==> config.mk <==
export PLATFORM = sky130hd
export DESIGN_NAME = nfc_response_frame_parser_flat
export DESIGN_NICKNAME = d
export VERILOG_FILES = /design/src/design/nfcp_pkg.sv /design/src/design/nfcp_if.sv /design/src/design/nfc_response_frame_parser.sv /design/src/design/nfcp_out_stage.sv /design/src/flat_wrapper.sv
export SDC_FILE = /design/constraint.sdc
export NUM_CORES = 1
export LEC_CHECK = 0
export BUFFER_PORTS_ARGS = -buffer_cell sky130_fd_sc_hd__buf_2
export CAP_MARGIN = 10
export CORE_ASPECT_RATIO = 0.7
export CORE_MARGIN = 2
export CORE_UTILIZATION = 55
export CTS_CLUSTER_DIAMETER = 200
export DETAILED_ROUTE_END_ITERATION = 8
export PLACE_DENSITY = 0.82
export SLEW_MARGIN = 30
export SYNTH_ARGS = -nofsm -noshare
export SYNTH_HDL_FRONTEND = slang
export SYNTH_HIERARCHICAL = 1
export SYNTH_SLANG_ARGS = --single-unit
==> constraint.sdc <==
create_clock -name clk_i -period 4.43 [get_ports clk_i]
set_clock_uncertainty 0.1 [all_clocks]
set_input_delay 0.6645 -clock clk_i [delete_from_list [all_inputs] [get_ports clk_i]]
set_output_delay 0.6645 -clock clk_i [all_outputs]
set_load 0.005 [all_outputs]
==> src/design/nfcp_pkg.sv <==
// ----------------------------------------------------------------------------
// NFC response frame parser package
// Shared types, codes and reset constants for the frame parser.
// ----------------------------------------------------------------------------
package nfcp_pkg;

  // Request command codes
  typedef enum logic [1:0] {
    CMD_BYTE  = 2'd0,
    CMD_TICK  = 2'd1,
    CMD_START = 2'd2
  } cmd_e;

  // Completion status codes
  typedef enum logic [1:0] {
    ST_OK      = 2'd0,
    ST_TIMEOUT = 2'd1,
    ST_INVALID = 2'd2,
    ST_NOSPACE = 2'd3
  } status_e;

  // Configuration register indexes
  typedef enum logic [1:0] {
    CFG_SENT_COMMAND = 2'd0,
    CFG_BUFFER_CAP   = 2'd1,
    CFG_TIMEOUT      = 2'd2,
    CFG_HOST_DIR     = 2'd3
  } cfg_idx_e;

  // Parser phases, one per receive group plus idle
  typedef enum logic [3:0] {
    PH_IDLE = 4'd0,
    PH_PRE  = 4'd1,
    PH_LEN  = 4'd2,
    PH_TFI  = 4'd3,
    PH_DATA = 4'd4,
    PH_DCS  = 4'd5
  } phase_e;

  // Result kind
  localparam logic KIND_DATA = 1'b0;
  localparam logic KIND_DONE = 1'b1;

  // Frame constants
  localparam logic [7:0] START_CODE   = 8'hFF;
  localparam logic [7:0] ZERO_BYTE    = 8'h00;
  localparam logic [7:0] TFI_OVERHEAD = 8'd2;
  localparam logic [7:0] PRE_LAST_IDX = 8'd2;
  localparam logic [7:0] PRE_BYTES    = 8'd3;

  // Configuration reset values
  localparam logic [7:0]  RST_SENT_COMMAND = 8'd0;
  localparam logic [7:0]  RST_BUFFER_CAP   = 8'd255;
  localparam logic [15:0] RST_TIMEOUT      = 16'd1000;
  localparam logic [7:0]  RST_HOST_DIR     = 8'd213;

  localparam int unsigned CFG_DATA_W = 16;

  // One result item
  typedef struct packed {
    logic       kind;
    logic [7:0] data_byte;
    logic [7:0] byte_index;
    status_e    status;
    logic [7:0] payload_length;
    logic       last;
  } rsp_t;

endpackage

==> src/design/nfcp_if.sv <==
// ----------------------------------------------------------------------------
// NFC response frame parser channels
// Valid/ready request and result channels of the frame parser.
// ----------------------------------------------------------------------------
interface nfcp_req_if;
  logic       valid;
  logic       ready;
  logic [1:0] cmd;
  logic [7:0] rx_byte;

  modport source (output valid, output cmd, output rx_byte, input ready);
  modport sink (input valid, input cmd, input rx_byte, output ready);
endinterface

interface nfcp_rsp_if;
  logic       valid;
  logic       ready;
  logic       kind;
  logic [7:0] data_byte;
  logic [7:0] byte_index;
  logic [1:0] status;
  logic [7:0] payload_length;
  logic       last;

  modport source (output valid, output kind, output data_byte, output byte_index,
                  output status, output payload_length, output last, input ready);
  modport sink (input valid, input kind, input data_byte, input byte_index,
                input status, input payload_length, input last, output ready);
endinterface

==> src/design/nfc_response_frame_parser.sv <==
// ----------------------------------------------------------------------------
// NFC response frame parser
// Parses a controller response frame from a received byte stream.
// ----------------------------------------------------------------------------
// One request (received byte, millisecond tick or start) is taken every clock
// cycle; the frame state is updated at the accepting edge and any result
// (payload byte or completion status) appears in the output register on the
// next cycle. The only back-pressure comes from that single output register:
// req_i.ready drops only while a result is held and the sink is stalling.
// Configuration registers may be written only while the parser is idle.
module nfc_response_frame_parser (
  input  logic                               clk_i,
  input  logic                               rst_ni,
  nfcp_req_if.sink                           req_i,
  nfcp_rsp_if.source                         rsp_o,
  input  logic                               cfg_we_i,
  input  logic [1:0]                         cfg_idx_i,
  input  logic [nfcp_pkg::CFG_DATA_W-1:0]    cfg_data_i
);
  import nfcp_pkg::*;

  // Configuration registers
  logic [7:0]  sent_cmd_q, buf_cap_q, host_dir_q;
  logic [15:0] timeout_q;

  always_ff @(posedge clk_i or negedge rst_ni) begin
    if (!rst_ni) begin
      sent_cmd_q <= RST_SENT_COMMAND;
      buf_cap_q  <= RST_BUFFER_CAP;
      timeout_q  <= RST_TIMEOUT;
      host_dir_q <= RST_HOST_DIR;
    end else if (cfg_we_i) begin
      case (cfg_idx_e'(cfg_idx_i))
        CFG_SENT_COMMAND: sent_cmd_q <= cfg_data_i[7:0];
        CFG_BUFFER_CAP:   buf_cap_q  <= cfg_data_i[7:0];
        CFG_TIMEOUT:      timeout_q  <= cfg_data_i[15:0];
        CFG_HOST_DIR:     host_dir_q <= cfg_data_i[7:0];
        default: ;
      endcase
    end
  end

  // Frame state
  phase_e      phase_q, phase_d;
  logic [7:0]  count_q, count_d;
  logic [7:0]  remain_q, remain_d;
  logic [7:0]  sum_q, sum_d;
  logic [15:0] tick_q, tick_d;
  logic [7:0]  hold_q, hold_d;
  logic        bad_q, bad_d;

  logic       accept;
  logic       room;
  logic       rsp_load;
  rsp_t       rsp_d;
  rsp_t       rsp_q;
  logic       rsp_valid;

  logic [7:0] exp_code;
  logic [7:0] b;
  logic [7:0] pre_exp;
  logic [7:0] count_inc;
  logic       pre_bad;

  assign req_i.ready = room;
  assign accept      = req_i.valid && room;
  assign b           = req_i.rx_byte;
  assign exp_code    = sent_cmd_q + 8'd1;
  assign count_inc   = count_q + 8'd1;
  assign pre_exp     = (count_q == PRE_LAST_IDX) ? START_CODE : ZERO_BYTE;
  assign pre_bad     = bad_q || (b != pre_exp);

  // Next state and result for the accepted request
  always_comb begin
    phase_d  = phase_q;
    count_d  = count_q;
    remain_d = remain_q;
    sum_d    = sum_q;
    tick_d   = tick_q;
    hold_d   = hold_q;
    bad_d    = bad_q;
    rsp_load = 1'b0;
    rsp_d    = '{kind: KIND_DONE, data_byte: '0, byte_index: '0, status: ST_OK,
                 payload_length: '0, last: 1'b1};

    if (accept) begin
      if (cmd_e'(req_i.cmd) == CMD_START) begin
        remain_d = '0;
        sum_d    = '0;
        hold_d   = '0;
        phase_d  = PH_PRE;
        count_d  = '0;
        tick_d   = '0;
        bad_d    = 1'b0;
      end else if (phase_q != PH_IDLE) begin
        case (cmd_e'(req_i.cmd))
          // Millisecond tick: timeout check, saturating count
          CMD_TICK: begin
            if (timeout_q != '0 && tick_q >= timeout_q) begin
              rsp_load     = 1'b1;
              rsp_d.status = ST_TIMEOUT;
            end else if (tick_q != '1) begin
              tick_d = tick_q + 16'd1;
            end
          end
          // Received byte
          CMD_BYTE: begin
            case (phase_q)
              PH_PRE: begin
                bad_d   = pre_bad;
                count_d = count_inc;
                if (count_inc >= PRE_BYTES) begin
                  if (pre_bad) begin
                    rsp_load     = 1'b1;
                    rsp_d.status = ST_INVALID;
                  end else begin
                    phase_d = PH_LEN;
                    count_d = '0;
                    tick_d  = '0;
                    bad_d   = 1'b0;
                  end
                end
              end
              PH_LEN: begin
                if (count_q == '0) begin
                  hold_d  = b;
                  count_d = 8'd1;
                end else if (8'(hold_q + b) != '0) begin
                  rsp_load     = 1'b1;
                  rsp_d.status = ST_INVALID;
                end else begin
                  remain_d = hold_q - TFI_OVERHEAD;
                  if (remain_d > buf_cap_q) begin
                    rsp_load     = 1'b1;
                    rsp_d.status = ST_NOSPACE;
                  end else begin
                    phase_d = PH_TFI;
                    count_d = '0;
                    tick_d  = '0;
                    bad_d   = 1'b0;
                  end
                end
              end
              PH_TFI: begin
                if (count_q == '0) begin
                  hold_d  = b;
                  count_d = 8'd1;
                end else if (hold_q != host_dir_q || b != exp_code) begin
                  rsp_load     = 1'b1;
                  rsp_d.status = ST_INVALID;
                end else begin
                  sum_d   = host_dir_q + exp_code;
                  phase_d = (remain_q == '0) ? PH_DCS : PH_DATA;
                  count_d = '0;
                  tick_d  = '0;
                  bad_d   = 1'b0;
                end
              end
              // Payload byte goes straight out
              PH_DATA: begin
                rsp_load         = 1'b1;
                rsp_d.kind       = KIND_DATA;
                rsp_d.data_byte  = b;
                rsp_d.byte_index = count_q;
                rsp_d.last       = 1'b0;
                sum_d            = sum_q + b;
                count_d          = count_inc;
                if (count_inc >= remain_q) begin
                  phase_d = PH_DCS;
                  count_d = '0;
                  tick_d  = '0;
                  bad_d   = 1'b0;
                end
              end
              PH_DCS: begin
                if (count_q == '0) begin
                  hold_d  = b;
                  count_d = 8'd1;
                end else begin
                  rsp_load = 1'b1;
                  if (8'(sum_q + hold_q) != '0 || b != ZERO_BYTE) begin
                    rsp_d.status = ST_INVALID;
                  end else begin
                    rsp_d.status         = ST_OK;
                    rsp_d.payload_length = remain_q;
                  end
                end
              end
              default: begin
                phase_d = PH_IDLE;
                count_d = '0;
                tick_d  = '0;
                bad_d   = 1'b0;
              end
            endcase
          end
          default: ;
        endcase

        // Any completion returns to idle
        if (rsp_load && rsp_d.kind == KIND_DONE) begin
          phase_d = PH_IDLE;
          count_d = '0;
          tick_d  = '0;
          bad_d   = 1'b0;
        end
      end
    end
  end

  always_ff @(posedge clk_i or negedge rst_ni) begin
    if (!rst_ni) begin
      phase_q  <= PH_IDLE;
      count_q  <= '0;
      remain_q <= '0;
      sum_q    <= '0;
      tick_q   <= '0;
      hold_q   <= '0;
      bad_q    <= 1'b0;
    end else begin
      phase_q  <= phase_d;
      count_q  <= count_d;
      remain_q <= remain_d;
      sum_q    <= sum_d;
      tick_q   <= tick_d;
      hold_q   <= hold_d;
      bad_q    <= bad_d;
    end
  end

  // Result register
  nfcp_out_stage u_out (
    .clk_i   (clk_i),
    .rst_ni  (rst_ni),
    .load_i  (rsp_load),
    .data_i  (rsp_d),
    .room_o  (room),
    .ready_i (rsp_o.ready),
    .valid_o (rsp_valid),
    .data_o  (rsp_q)
  );

  assign rsp_o.valid          = rsp_valid;
  assign rsp_o.kind           = rsp_q.kind;
  assign rsp_o.data_byte      = rsp_q.data_byte;
  assign rsp_o.byte_index     = rsp_q.byte_index;
  assign rsp_o.status         = rsp_q.status;
  assign rsp_o.payload_length = rsp_q.payload_length;
  assign rsp_o.last           = rsp_q.last;

  // Assertions
  a_idle_clean: assert property (@(posedge clk_i) disable iff (!rst_ni)
    phase_q == PH_IDLE |-> (tick_q == '0 && count_q == '0 && !bad_q))
    else $error("idle phase with stale group state");

  a_data_index: assert property (@(posedge clk_i) disable iff (!rst_ni)
    phase_q == PH_DATA |-> count_q < remain_q)
    else $error("payload index past payload length");

  a_stall_blocks: assert property (@(posedge clk_i) disable iff (!rst_ni)
    (rsp_o.valid && !rsp_o.ready) |-> !req_i.ready)
    else $error("request taken while result register is stalled");

  a_fail_len: assert property (@(posedge clk_i) disable iff (!rst_ni)
    (rsp_o.valid && rsp_o.last && rsp_o.status != ST_OK) |-> rsp_o.payload_length == '0)
    else $error("failed completion carries a payload length");

endmodule

==> src/design/nfcp_out_stage.sv <==
// ----------------------------------------------------------------------------
// NFC response frame parser output stage
// Result register with valid/ready handshake toward the sink.
// ----------------------------------------------------------------------------
module nfcp_out_stage (
  input  logic          clk_i,
  input  logic          rst_ni,
  input  logic          load_i,
  input  nfcp_pkg::rsp_t data_i,
  output logic          room_o,
  input  logic          ready_i,
  output logic          valid_o,
  output nfcp_pkg::rsp_t data_o
);
  import nfcp_pkg::*;

  logic valid_q, valid_d;
  rsp_t data_q;

  // Slot is free when empty or being drained this cycle
  assign room_o = !valid_q || ready_i;

  always_comb begin
    valid_d = valid_q;
    if (load_i) begin
      valid_d = 1'b1;
    end else if (ready_i) begin
      valid_d = 1'b0;
    end
  end

  always_ff @(posedge clk_i or negedge rst_ni) begin
    if (!rst_ni) begin
      valid_q <= 1'b0;
    end else begin
      valid_q <= valid_d;
    end
  end

  // Payload register, no reset
  always_ff @(posedge clk_i) begin
    if (load_i) begin
      data_q <= data_i;
    end
  end

  assign valid_o = valid_q;
  assign data_o  = data_q;

endmodule

==> src/flat_wrapper.sv <==
// flat-port wrapper written by rule: the top's interface ports become plain ports
module nfc_response_frame_parser_flat import nfcp_pkg::*;
  (clk_i, rst_ni, cfg_we_i, cfg_idx_i, cfg_data_i, req_i_valid, req_i_cmd, req_i_rx_byte, req_i_ready, rsp_o_valid, rsp_o_kind, rsp_o_data_byte, rsp_o_byte_index, rsp_o_status, rsp_o_payload_length, rsp_o_last, rsp_o_ready);
  nfcp_req_if req_i_i ();
  nfcp_rsp_if rsp_o_i ();
  input  logic clk_i;
  input  logic rst_ni;
  input  logic cfg_we_i;
  input  logic [1:0] cfg_idx_i;
  input  logic [nfcp_pkg::CFG_DATA_W-1:0] cfg_data_i;
  input wire logic [$bits(req_i_i.valid)-1:0] req_i_valid;
  input wire logic [$bits(req_i_i.cmd)-1:0] req_i_cmd;
  input wire logic [$bits(req_i_i.rx_byte)-1:0] req_i_rx_byte;
  output wire logic [$bits(req_i_i.ready)-1:0] req_i_ready;
  output wire logic [$bits(rsp_o_i.valid)-1:0] rsp_o_valid;
  output wire logic [$bits(rsp_o_i.kind)-1:0] rsp_o_kind;
  output wire logic [$bits(rsp_o_i.data_byte)-1:0] rsp_o_data_byte;
  output wire logic [$bits(rsp_o_i.byte_index)-1:0] rsp_o_byte_index;
  output wire logic [$bits(rsp_o_i.status)-1:0] rsp_o_status;
  output wire logic [$bits(rsp_o_i.payload_length)-1:0] rsp_o_payload_length;
  output wire logic [$bits(rsp_o_i.last)-1:0] rsp_o_last;
  input wire logic [$bits(rsp_o_i.ready)-1:0] rsp_o_ready;
  assign req_i_i.valid = req_i_valid;
  assign req_i_i.cmd = req_i_cmd;
  assign req_i_i.rx_byte = req_i_rx_byte;
  assign req_i_ready = req_i_i.ready;
  assign rsp_o_valid = rsp_o_i.valid;
  assign rsp_o_kind = rsp_o_i.kind;
  assign rsp_o_data_byte = rsp_o_i.data_byte;
  assign rsp_o_byte_index = rsp_o_i.byte_index;
  assign rsp_o_status = rsp_o_i.status;
  assign rsp_o_payload_length = rsp_o_i.payload_length;
  assign rsp_o_last = rsp_o_i.last;
  assign rsp_o_i.ready = rsp_o_ready;
  nfc_response_frame_parser u_core (.clk_i(clk_i), .rst_ni(rst_ni), .req_i(req_i_i), .rsp_o(rsp_o_i), .cfg_we_i(cfg_we_i), .cfg_idx_i(cfg_idx_i), .cfg_data_i(cfg_data_i));
endmodule
After elaboration in Yosys (flattened, before gate mapping)
Cells that the tools add are included.

storage, ports and cells
  logic and storage cells = 229
  bits in writable memories = 0
  memory bits (read-only) = 0
  output and inout bits = 30
  latch bits = 0
  register bits after elaboration = 122
  memories = 0

cells by class
  reduce and logical (&&, ||, !) cells = 41
  shifts and indexed selects = 0
  multipliers = 0
  $add $sub $neg = 8
  multiplexer cells = 111
  bitwise gates (word level) = 4
  $lt $le $gt $ge = 4
  equality and inequality tests = 43
  divide/modulo/power cells = 0

operators with widths
  operator                 count
  $mux W8                  31
  $mux W16                 13
  $mux W17                 5
  $pmux W16 S5             1
  $mux W4                  12
  $pmux W8 S5              1
  $add A8 B8 Y8            4
  $pmux W16 S2             1
  $mux W1                  31
  $ne A5 B4 Y1 const B     5
  $ne A4 B3 Y1 const B     6
  $ne A8 B8 Y1             3
  $reduce_bool A8 Y1       3
  $pmux W4 S5              1
  $add A16 B1 Y16 const B  1
  $add A8 B1 Y8 const B    2
  $ge A16 B16 Y1           1
  $logic_not A8 Y1         2
  $mux W2                  8
  $ne A16 B16 Y1 const B   1
  $ne A4 B1 Y1 const B     4
  $pmux W8 S2              1
  $reduce_bool A16 Y1      1
  $ne A5 B3 Y1 const B     3
  40 further kinds         70

Logic depth before layout (Yosys ltp)
Gate-level depths: netlist of the first run.

  word-level depth = 15
  depth in mapped cells = 18

Modules after synthesis
The synthesis of the first run kept the hierarchy.

modules (own cells, without submodules)
  module                     cells an instance  area each (sq um)  instances  seq. area each (sq um)
  nfc_response_frame_parser  836                7344.5             1          2326.0
  nfcp_out_stage             31                 888.4              1          865.8

Worst setup path after synthesis of the first run
No wires, ideal clock.

  path kind = in2reg
  from = input port req_i_rx_byte[0]
  to = register u_core.u_out.valid_q, in the netlist u_core/u_out/valid_o
  stages on the path = 10
  arrival = 4753 ps
  library setup time = 79 ps
  required time = 4251 ps
  path buffers = 0
  slack = -501 ps
  cell sequence = ha_1 fa_1 a211oi_1 nor2_1 o21ai_0 nand4bb_1 or3_1 a21oi_1 a211oi_1 nand2b_2

on the way
  word-level cells in the longest chain between the ends = 13
  elaborated cells between the ends (all ways) = 22

ends and longest elaborated chain
  what                                                  line                                                                                                  text
  from (decl)                                           flat_wrapper.sv:13                                                                                    input wire logic [$bits(req_i_i.rx_byte)-1:0] req_i_rx_byte;
  $add A8 B8 Y8, or another cell as far along           nfc_response_frame_parser.sv:128                                                                      end else if (8'(hold_q + b) != '0) begin
  $reduce_bool A8 Y1, or another cell as far along      nfc_response_frame_parser.sv:128
  $mux W1, on equally long branches                     nfc_response_frame_parser.sv:128, nfc_response_frame_parser.sv:113, nfc_response_frame_parser.sv:148
  $mux W1, on equally long branches                     nfc_response_frame_parser.sv:125, nfc_response_frame_parser.sv:112, nfc_response_frame_parser.sv:145
  $pmux W1 S5 (*)                                       nfc_response_frame_parser.sv:108                                                                      case (phase_q)
  $pmux W1 S2 (*)                                       nfc_response_frame_parser.sv:96                                                                       case (cmd_e'(req_i.cmd))
  $mux W1 (*)                                           nfc_response_frame_parser.sv:95                                                                       end else if (phase_q != PH_IDLE) begin
  $mux W1 (*)                                           nfc_response_frame_parser.sv:87                                                                       if (cmd_e'(req_i.cmd) == CMD_START) begin
  $mux W1 (*)                                           nfc_response_frame_parser.sv:86                                                                       if (accept) begin
  $mux W1 (*)                                           nfc_response_frame_parser.sv:95
  $mux W1 (*)                                           nfc_response_frame_parser.sv:87
  $mux W1 (*)                                           nfc_response_frame_parser.sv:86
  named net u_core.rsp_load                             nfc_response_frame_parser.sv:54                                                                       logic rsp_load;
  $mux W1 / $reduce_bool A2 Y1 (equally long branches)  --
  to (signal assigned)                                  nfcp_out_stage.sv:36                                                                                  valid_q <= valid_d;
  to (decl)                                             nfcp_out_stage.sv:17                                                                                  logic valid_q, valid_d;

The timed path passes the listed nets; every way through them passes the cells marked *. The select of a mux whose other input is x is not followed.
A chain may end at the register's enable or synchronous reset.

Worst setup path after layout of the first run
  from = register u_core.hold_q[1]
  to = register u_core.tick_q[5]

on the way
  word-level cells in the longest chain between the ends = 14
  elaborated cells between the ends (all ways) = 33

ends and longest elaborated chain
  what                                                                    line                              text
  from (decl)                                                             nfc_response_frame_parser.sv:49   logic [7:0] hold_q, hold_d;
  from (signal assigned)                                                  nfc_response_frame_parser.sv:226  hold_q <= hold_d;
  parallel branches: the longest is 14 deep, another holds $sub A8 B2 Y8  --
  to (signal assigned)                                                    nfc_response_frame_parser.sv:225  tick_q <= tick_d;
  to (decl)                                                               nfc_response_frame_parser.sv:48   logic [15:0] tick_q, tick_d;

Parallel ways; which one is timed is not known. The select of a mux whose other input is x is not followed.

==> results of run 1 <==
==> metal layers <==
layer  vias up  GRT usage  part of all wire
li1       3260          -                 -
met1      3369      0.412              0.45
met2       403      0.426              0.44
met3        45     0.0558             0.093
met4         0     0.0842             0.018
met5         -          0                 0
==> worst min-delay path by stage <==
stage	to	start	slack, ps	cells after the start
after CTS	u_core/timeout_q[12]	rst_ni	320	1
final	u_core/timeout_q[12]	rst_ni	160	1
after floorplan	u_core/bad_q	rst_ni	270	0
after global routing	u_core/timeout_q[12]	rst_ni	220	1
after detailed placement	u_core/sum_q[4]	u_core/sum_q[4]	420	2
after global placement	u_core/sum_q[4]	u_core/sum_q[4]	410	2
==> critical path: stages (launching register included) <==
cell and delay [ps]:
dfrtp_1 490, inv_2 170, ha_1 200, nand2_1 90, nor3_1 180, xor2_1 240
ha_1 300, a21oi_1 180, o21ai_0 120, o2bb2ai_1 160, nand4bb_1 190, or3_1 350
and2_4 180, o41ai_4 420, o211ai_4 200, buf_4 200, o21ai_0 160, o21ai_0 130
==> report_power, final <==
part	leakage [nW]	switching, mW	internal [mW]
Combinational	2.52	1.25	0.941
Sequential	1.44	0.301	1.37
Clock	0.287	0.531	0.862
Total	4.25	2.08	3.18
==> sequential cells by signal (all words and copies together), names as in the netlist <==
signal,count
u_core/bad_q,1
u_core/u_out/valid_o,1
u_core/hold_q,8
u_core/timeout_q,16
u_core/phase_q,3
u_core/remain_q,8
u_core/tick_q,16
u_core/count_q,8
u_core/sum_q,8
u_core/host_dir_q,8
u_core/buf_cap_q,8
u_core/u_out/data_o,28
u_core/sent_cmd_q,8
==> metrics by stage <==
step / instance area [µm²] / power [mW] / utilization
2_1_floorplan: 8240 / 3.21 / -
3_3_place_gp: 8760 / 3.70 / 0.597
3_5_place_dp: 8770 / 3.77 / 0.598
4_1_cts: 9370 / 5.19 / 0.638
5_1_grt: 9410 / 5.61 / 0.641
6_report: 9410 / 5.26 / 0.641
==> synthesized netlist by cell type (all sizes together), types with 3 or more instances <==
cell / count / area share
a211oi: 8 / 0.0079
a21boi: 4 / 0.0041
a21o: 16 / 0.015
a21oi: 41 / 0.025
a31oi: 5 / 0.0038
and2: 25 / 0.019
and3: 9 / 0.0068
buf: 6 / 0.0059
clkbuf: 19 / 0.0087
dfrtp: 74 / 0.22
dfstp: 19 / 0.061
edfxtp: 28 / 0.10
fa: 4 / 0.0097
ha: 68 / 0.10
inv: 65 / 0.030
mux2: 39 / 0.053
nand2: 67 / 0.031
nand2b: 16 / 0.013
nand3: 30 / 0.019
nand4: 14 / 0.011
nor2: 58 / 0.026
nor2b: 8 / 0.0061
nor3: 14 / 0.0085
nor3b: 7 / 0.0070
nor4: 11 / 0.0084
o211ai: 7 / 0.0081
o21a: 7 / 0.0064
o21ai: 72 / 0.046
o21bai: 7 / 0.0064
o22ai: 5 / 0.0038
o31ai: 10 / 0.0091
o41ai: 3 / 0.0064
or2: 7 / 0.0053
or3: 7 / 0.0053
or4: 4 / 0.0036
xnor2: 35 / 0.037
xor2: 20 / 0.021
==> final cells by class <==
type / instances / area, µm² / area share
Multi-Input combinational cell: 656 / 4690 / 0.498
Sequential cell: 121 / 3190 / 0.339
Clock buffer: 19 / 453 / 0.0481
Timing Repair Buffer: 79 / 444 / 0.0472
Inverter: 65 / 244 / 0.0259
Tap cell: 195 / 244 / 0.0259
Clock inverter: 13 / 141 / 0.0150
==> kinds of logic after synthesis <==
logic type | synth area share
flops | 0.388
fa+ha+maj | 0.113
xor+xnor | 0.0585
buf+inv | 0.0442
compound gates | 0.163
simple gates | 0.178
mux | 0.0558
==> timing repair <==
item,CTS,global route
hold buffers,0,0
endpoints found under the hold margin,0,0
endpoints found under the setup margin,0,13
setup buffers,0,5
gates resized for setup,0,1
==> impl_metrics.ini, run 1 <==
[status]
status = finished clean

[pwr]
leakage_nw = 4.25
cellPowerDensity_nw_per_um2 = 559
ir_drop_v = 0.000305

[sta]
drv_slew = 0
timing.setup.tns_ps = 0
final_hold_viol_count = 0
rsz0062_at_grt = no
max_slew_margin = 0.357
period_minus_slack_ps = 4190
max_freq_ghz = 0.239
fin_ws_ps = 244
tightest_slew_ps = 959
hold_ws_ps = 159
finalSetupViolCount = 0
finalCritPeriodShare = 0.945

[routing]
drc_errors = 0
wl_per_cell_um = 18.8
dr.pass1.iters = 5
ant_nets = 0
vias = 7077
vias_per_cell = 6.16
routed_wirelength_um = 21600
drt_iter0_markers = 780

[setup_path]
reg2reg_to = u_core/tick_q[5]
reg2regPathDepth = 17
critPathLaunchType = flip-flop
r2r-start = u_core/hold_q[1]
setup.worst_path.start = u_core/hold_q[1]
worstPathArrival_ps = 4360
critPathMaxFanout = 10
crit_end = u_core/tick_q[5]
path_class = flip-flop to flip-flop
rrSetupSlack_ps = 240
cp-end-kind = flip-flop
required_ps = 4610

[synth]
synth_cell_type_count = 72
synth_ff_type = dfrtp_1
synth-edff-count = 28
synth_area_um2 = 8230
synth.avg_cell_area_um2 = 9.50
ys_async_sr_fraction = 0.769
seq_area_frac_synth = 0.388
synth_warnings = 6
postSynthCellCount = 867
synthesis.nets = 972
ys_ff_latch = 121

[cells_and_area]
layout-drive-gt1-share = 0.199
mostFrequentLayoutCells = 74 x dfrtp_1, 68 x ha_1, 67 x nand2_1
layout_commonest_cell = dfrtp_1
final_cells = 1148
nets = 1045
area_delta_synth_final_pct = 14.3
nFillCells = 1169
antenna_cells = 0

[place]
io_buffers = 62
dp_hpwl_um = 15400
pre_cts_slack_ps = 239
placed_cells = 1111
gp_congestion = 0.923

[floorplan]
ios = 63
die-area_um2 = 16000
core_um2 = 14700
initial_utilization = 0.561
placement_rows = 37
die_height_um = 106
fp.dieW_um = 150

[clock_tree]
cts_tree = built
root_buffer = clkbuf_16
clk_pin_slew_ps = 60
clk_latency_ps = 410
clock-sinks = 121
htree_levels = 4
numCtsBuffers = 17
clockBufferDepth = 2

[grt]
antenna_found_initial = 0
grt_pass1_vias = 6803
grt_overflow = 0
grt_pass1_wl_um = 35100
grt_max_degree = 74
grtUsageTotal = 0.283

[min_path]
hp-class = input port to async pin

[flow_run]
drv_cap = 0
(Power assumes the default switching activity.)
==> run 2, diff against run 1 <==
--- a/config.mk
+++ b/config.mk
@@ -9,12 +9,11 @@
 export CAP_MARGIN = 10
 export CORE_ASPECT_RATIO = 0.7
 export CORE_MARGIN = 2
-export CORE_UTILIZATION = 55
+export CORE_UTILIZATION = 56
 export CTS_CLUSTER_DIAMETER = 200
 export DETAILED_ROUTE_END_ITERATION = 8
-export PLACE_DENSITY = 0.82
+export PLACE_DENSITY = 0.83
 export SLEW_MARGIN = 30
 export SYNTH_ARGS = -nofsm -noshare
 export SYNTH_HDL_FRONTEND = slang
-export SYNTH_HIERARCHICAL = 1
 export SYNTH_SLANG_ARGS = --single-unit
==> impl_metrics.ini, run 2 <==
[place]
gp_congestion = 0.928
placed_cells = 1131
dp_hpwl_um = 15900
postPlaceCellArea_um2 = 9020
io_buffers = 62

[setup_path]
reg2regPathDepth = 11
max_stage_delay_ps = 510
path_class = flip-flop to flip-flop
crit_chain = ha_1 -> fa_1 -> a211oi_1 -> o21bai_1 -> a221oi_1 -> nand4_1 -> o21a_1 -> o21ai_0 -> nand3_1 -> nor2_1 -> a22o_1
cp-end-kind = flip-flop
r2r-start = u_core.hold_q[0]
required_ps = 4690
worstPathArrival_ps = 4280
critPathLaunchType = flip-flop
critPathMaxFanout = 8
rrSetupSlack_ps = 410
reg2reg_to = u_core.tick_q[2]
critPathSlowestCell = dfrtp_1

[pwr]
pwr-share-clk = 0.245
ir_drop_v = 0.000304
switching_share = 0.417
p_seq_frac = 0.309
leakage_nw = 4.23
p_sw_mw = 2.30
power.internal_mw = 3.21
p_comb_frac = 0.446
cellPowerDensity_nw_per_um2 = 574

[min_path]
hp-class = input port to async pin

[sta]
max_slew_margin = 0.441
tightest_slew_ps = 832
drv_slew = 0
final_hold_viol_count = 0
finalSetupViolCount = 0
max_freq_ghz = 0.249
period_minus_slack_ps = 4020
hold_ws_ps = 149
rsz0062_at_grt = no
timing.setup.tns_ps = 0
finalCritPeriodShare = 0.908

[routing]
drt_iter0_markers = 609
dr.pass1.iters = 5
ant_nets = 0
drc_errors = 0
vias = 7216
wl_per_cell_um = 18.7
vias_per_cell = 6.20
routed_wirelength_um = 21800

[synth]
synth_ff_type = dfrtp_1
seq_area_frac_synth = 0.378
synth_warnings = 0
synthesis.nets = 991
synth_cell_type_count = 67
postSynthCellCount = 888
ys_async_sr_fraction = 0.769
synth_top_area_frac = 0.220
synth_area_um2 = 8430
synth_area_leader_cell = dfrtp_1
synth.avg_cell_area_um2 = 9.50
ys_ff_latch = 121
synth_area_leaders = dfrtp_1 22%, edfxtp_1 10%, ha_1 9.8%, dfstp_2 5.9%, mux2_2 5.2%
synth-edff-count = 28
yosysMostFrequentCell = dfrtp_1
ys_top_cells_by_count = 74 x dfrtp_1, 66 x ha_1, 64 x nand2_1

[cells_and_area]
layout-drive-gt1-share = 0.191
final_cells = 1163
layout_commonest_cell = dfrtp_1
antenna_cells = 0
post-route-util = 0.652
area_delta_synth_final_pct = 13.8
nets = 1058
design_area_um2 = 9600
mostFrequentLayoutCells = 74 x dfrtp_1, 66 x ha_1, 64 x nand2_1
nFillCells = 1180
largest_register_ffs = 28

[clock_tree]
clock-sinks = 121
htree_levels = 4
hold_buffers = 0
cts_setup_buffers = 0
cts_tree = built
root_buffer = clkbuf_16
clk_pin_slew_ps = 60
cts_resized = 0
clockBufferDepth = 2
clk_latency_ps = 430
numCtsBuffers = 17

[floorplan]
fp.dieW_um = 151
ios = 63
core_um2 = 14700
placement_rows = 37
die-area_um2 = 16100
initial_utilization = 0.573
die_height_um = 107

[grt]
grt_max_degree = 75
antenna_found_initial = 0
grt_overflow = 0
grt_pass1_wl_um = 36400
grt_pass1_vias = 7142
grtUsageTotal = 0.290

[flow_run]
drv_cap = 0

[status]
status = finished clean
[run 2: cell types whose count changed in the layout (fill, tap and decap cells not counted), sizes merged, moves of 8 or more]
cell    delta
nor2      -10
o211ai    +11
xnor2     -10
o21ai     -15
nor2b      +8
[run 2: worst max path at each step]
stage                           startpoint                      to  slack [ps]  depth (start not counted)
after CTS                 u_core.hold_q[1]  u_core.u_out.data_o[2]         500                         15
after global placement    req_i_rx_byte[0]       u_core.count_q[5]         430                         12
after global routing      u_core.hold_q[0]        u_core.tick_q[7]         210                         12
after floorplan           req_i_rx_byte[0]  u_core.u_out.data_o[0]         370                         11
after detailed placement  req_i_rx_byte[0]        u_core.tick_q[9]         270                         12
final                     u_core.hold_q[0]        u_core.tick_q[2]         410                         11
[run 2: power groups by stage]
stage	logic [mW]	clock network [mW]	registers [mW]
final	2.46	1.35	1.70
after floorplan	1.83	0	1.57
after CTS	2.41	1.36	1.69
after global placement	2.30	0	1.70
after global routing	2.73	1.41	1.73
after detailed placement	2.37	0	1.71
[run 2: critical path, delay by kind of cell, from the launching register on]
kind,cells,cell delay [ps]
AOI/OAI and AO/OA,6,1630
DFF,1,510
adders and majority gates,2,720
and+or+nand+nor,3,1000
[run 2: cells by family (layout without fill, tap and decap cells)]
family | Yosys count | after routing | share of synthesized area
muxes | 44 | 44 | 0.0580
AOI/OAI and AO/OA | 221 | 221 | 0.177
DFF | 121 | 121 | 0.378
xor gates and xnor gates | 53 | 53 | 0.0567
buffers and inverters | 91 | 171 | 0.0409
and+or+nand+nor | 288 | 288 | 0.181
adders and majority gates | 70 | 70 | 0.107
[run 2: through the flow]
step / power [mW] / setup slack (ps)
after floorplan: 3.41 / 365
after global placement: 4.00 / 434
after detailed placement: 4.08 / 265
after CTS: 5.46 / 502
after global routing: 5.87 / 207
final: 5.51 / 406
[run 2: area by class of cell]
class                      instances  area (µm²)  area share
inverter                          62         233      0.0242
multi-input combinational        676        4920       0.512
clock inverter                    13         120      0.0125
timing repair buffer              77         442      0.0460
clock buffer                      19         454      0.0473
tap                              195         244      0.0254
sequential                       121        3190       0.332
[run 2: layer usage]
metal,GRT usage,part of all wire
met2,0.431,0.43
met5,0,0
met3,0.0843,0.093
met1,0.412,0.45
met4,0.0848,0.018
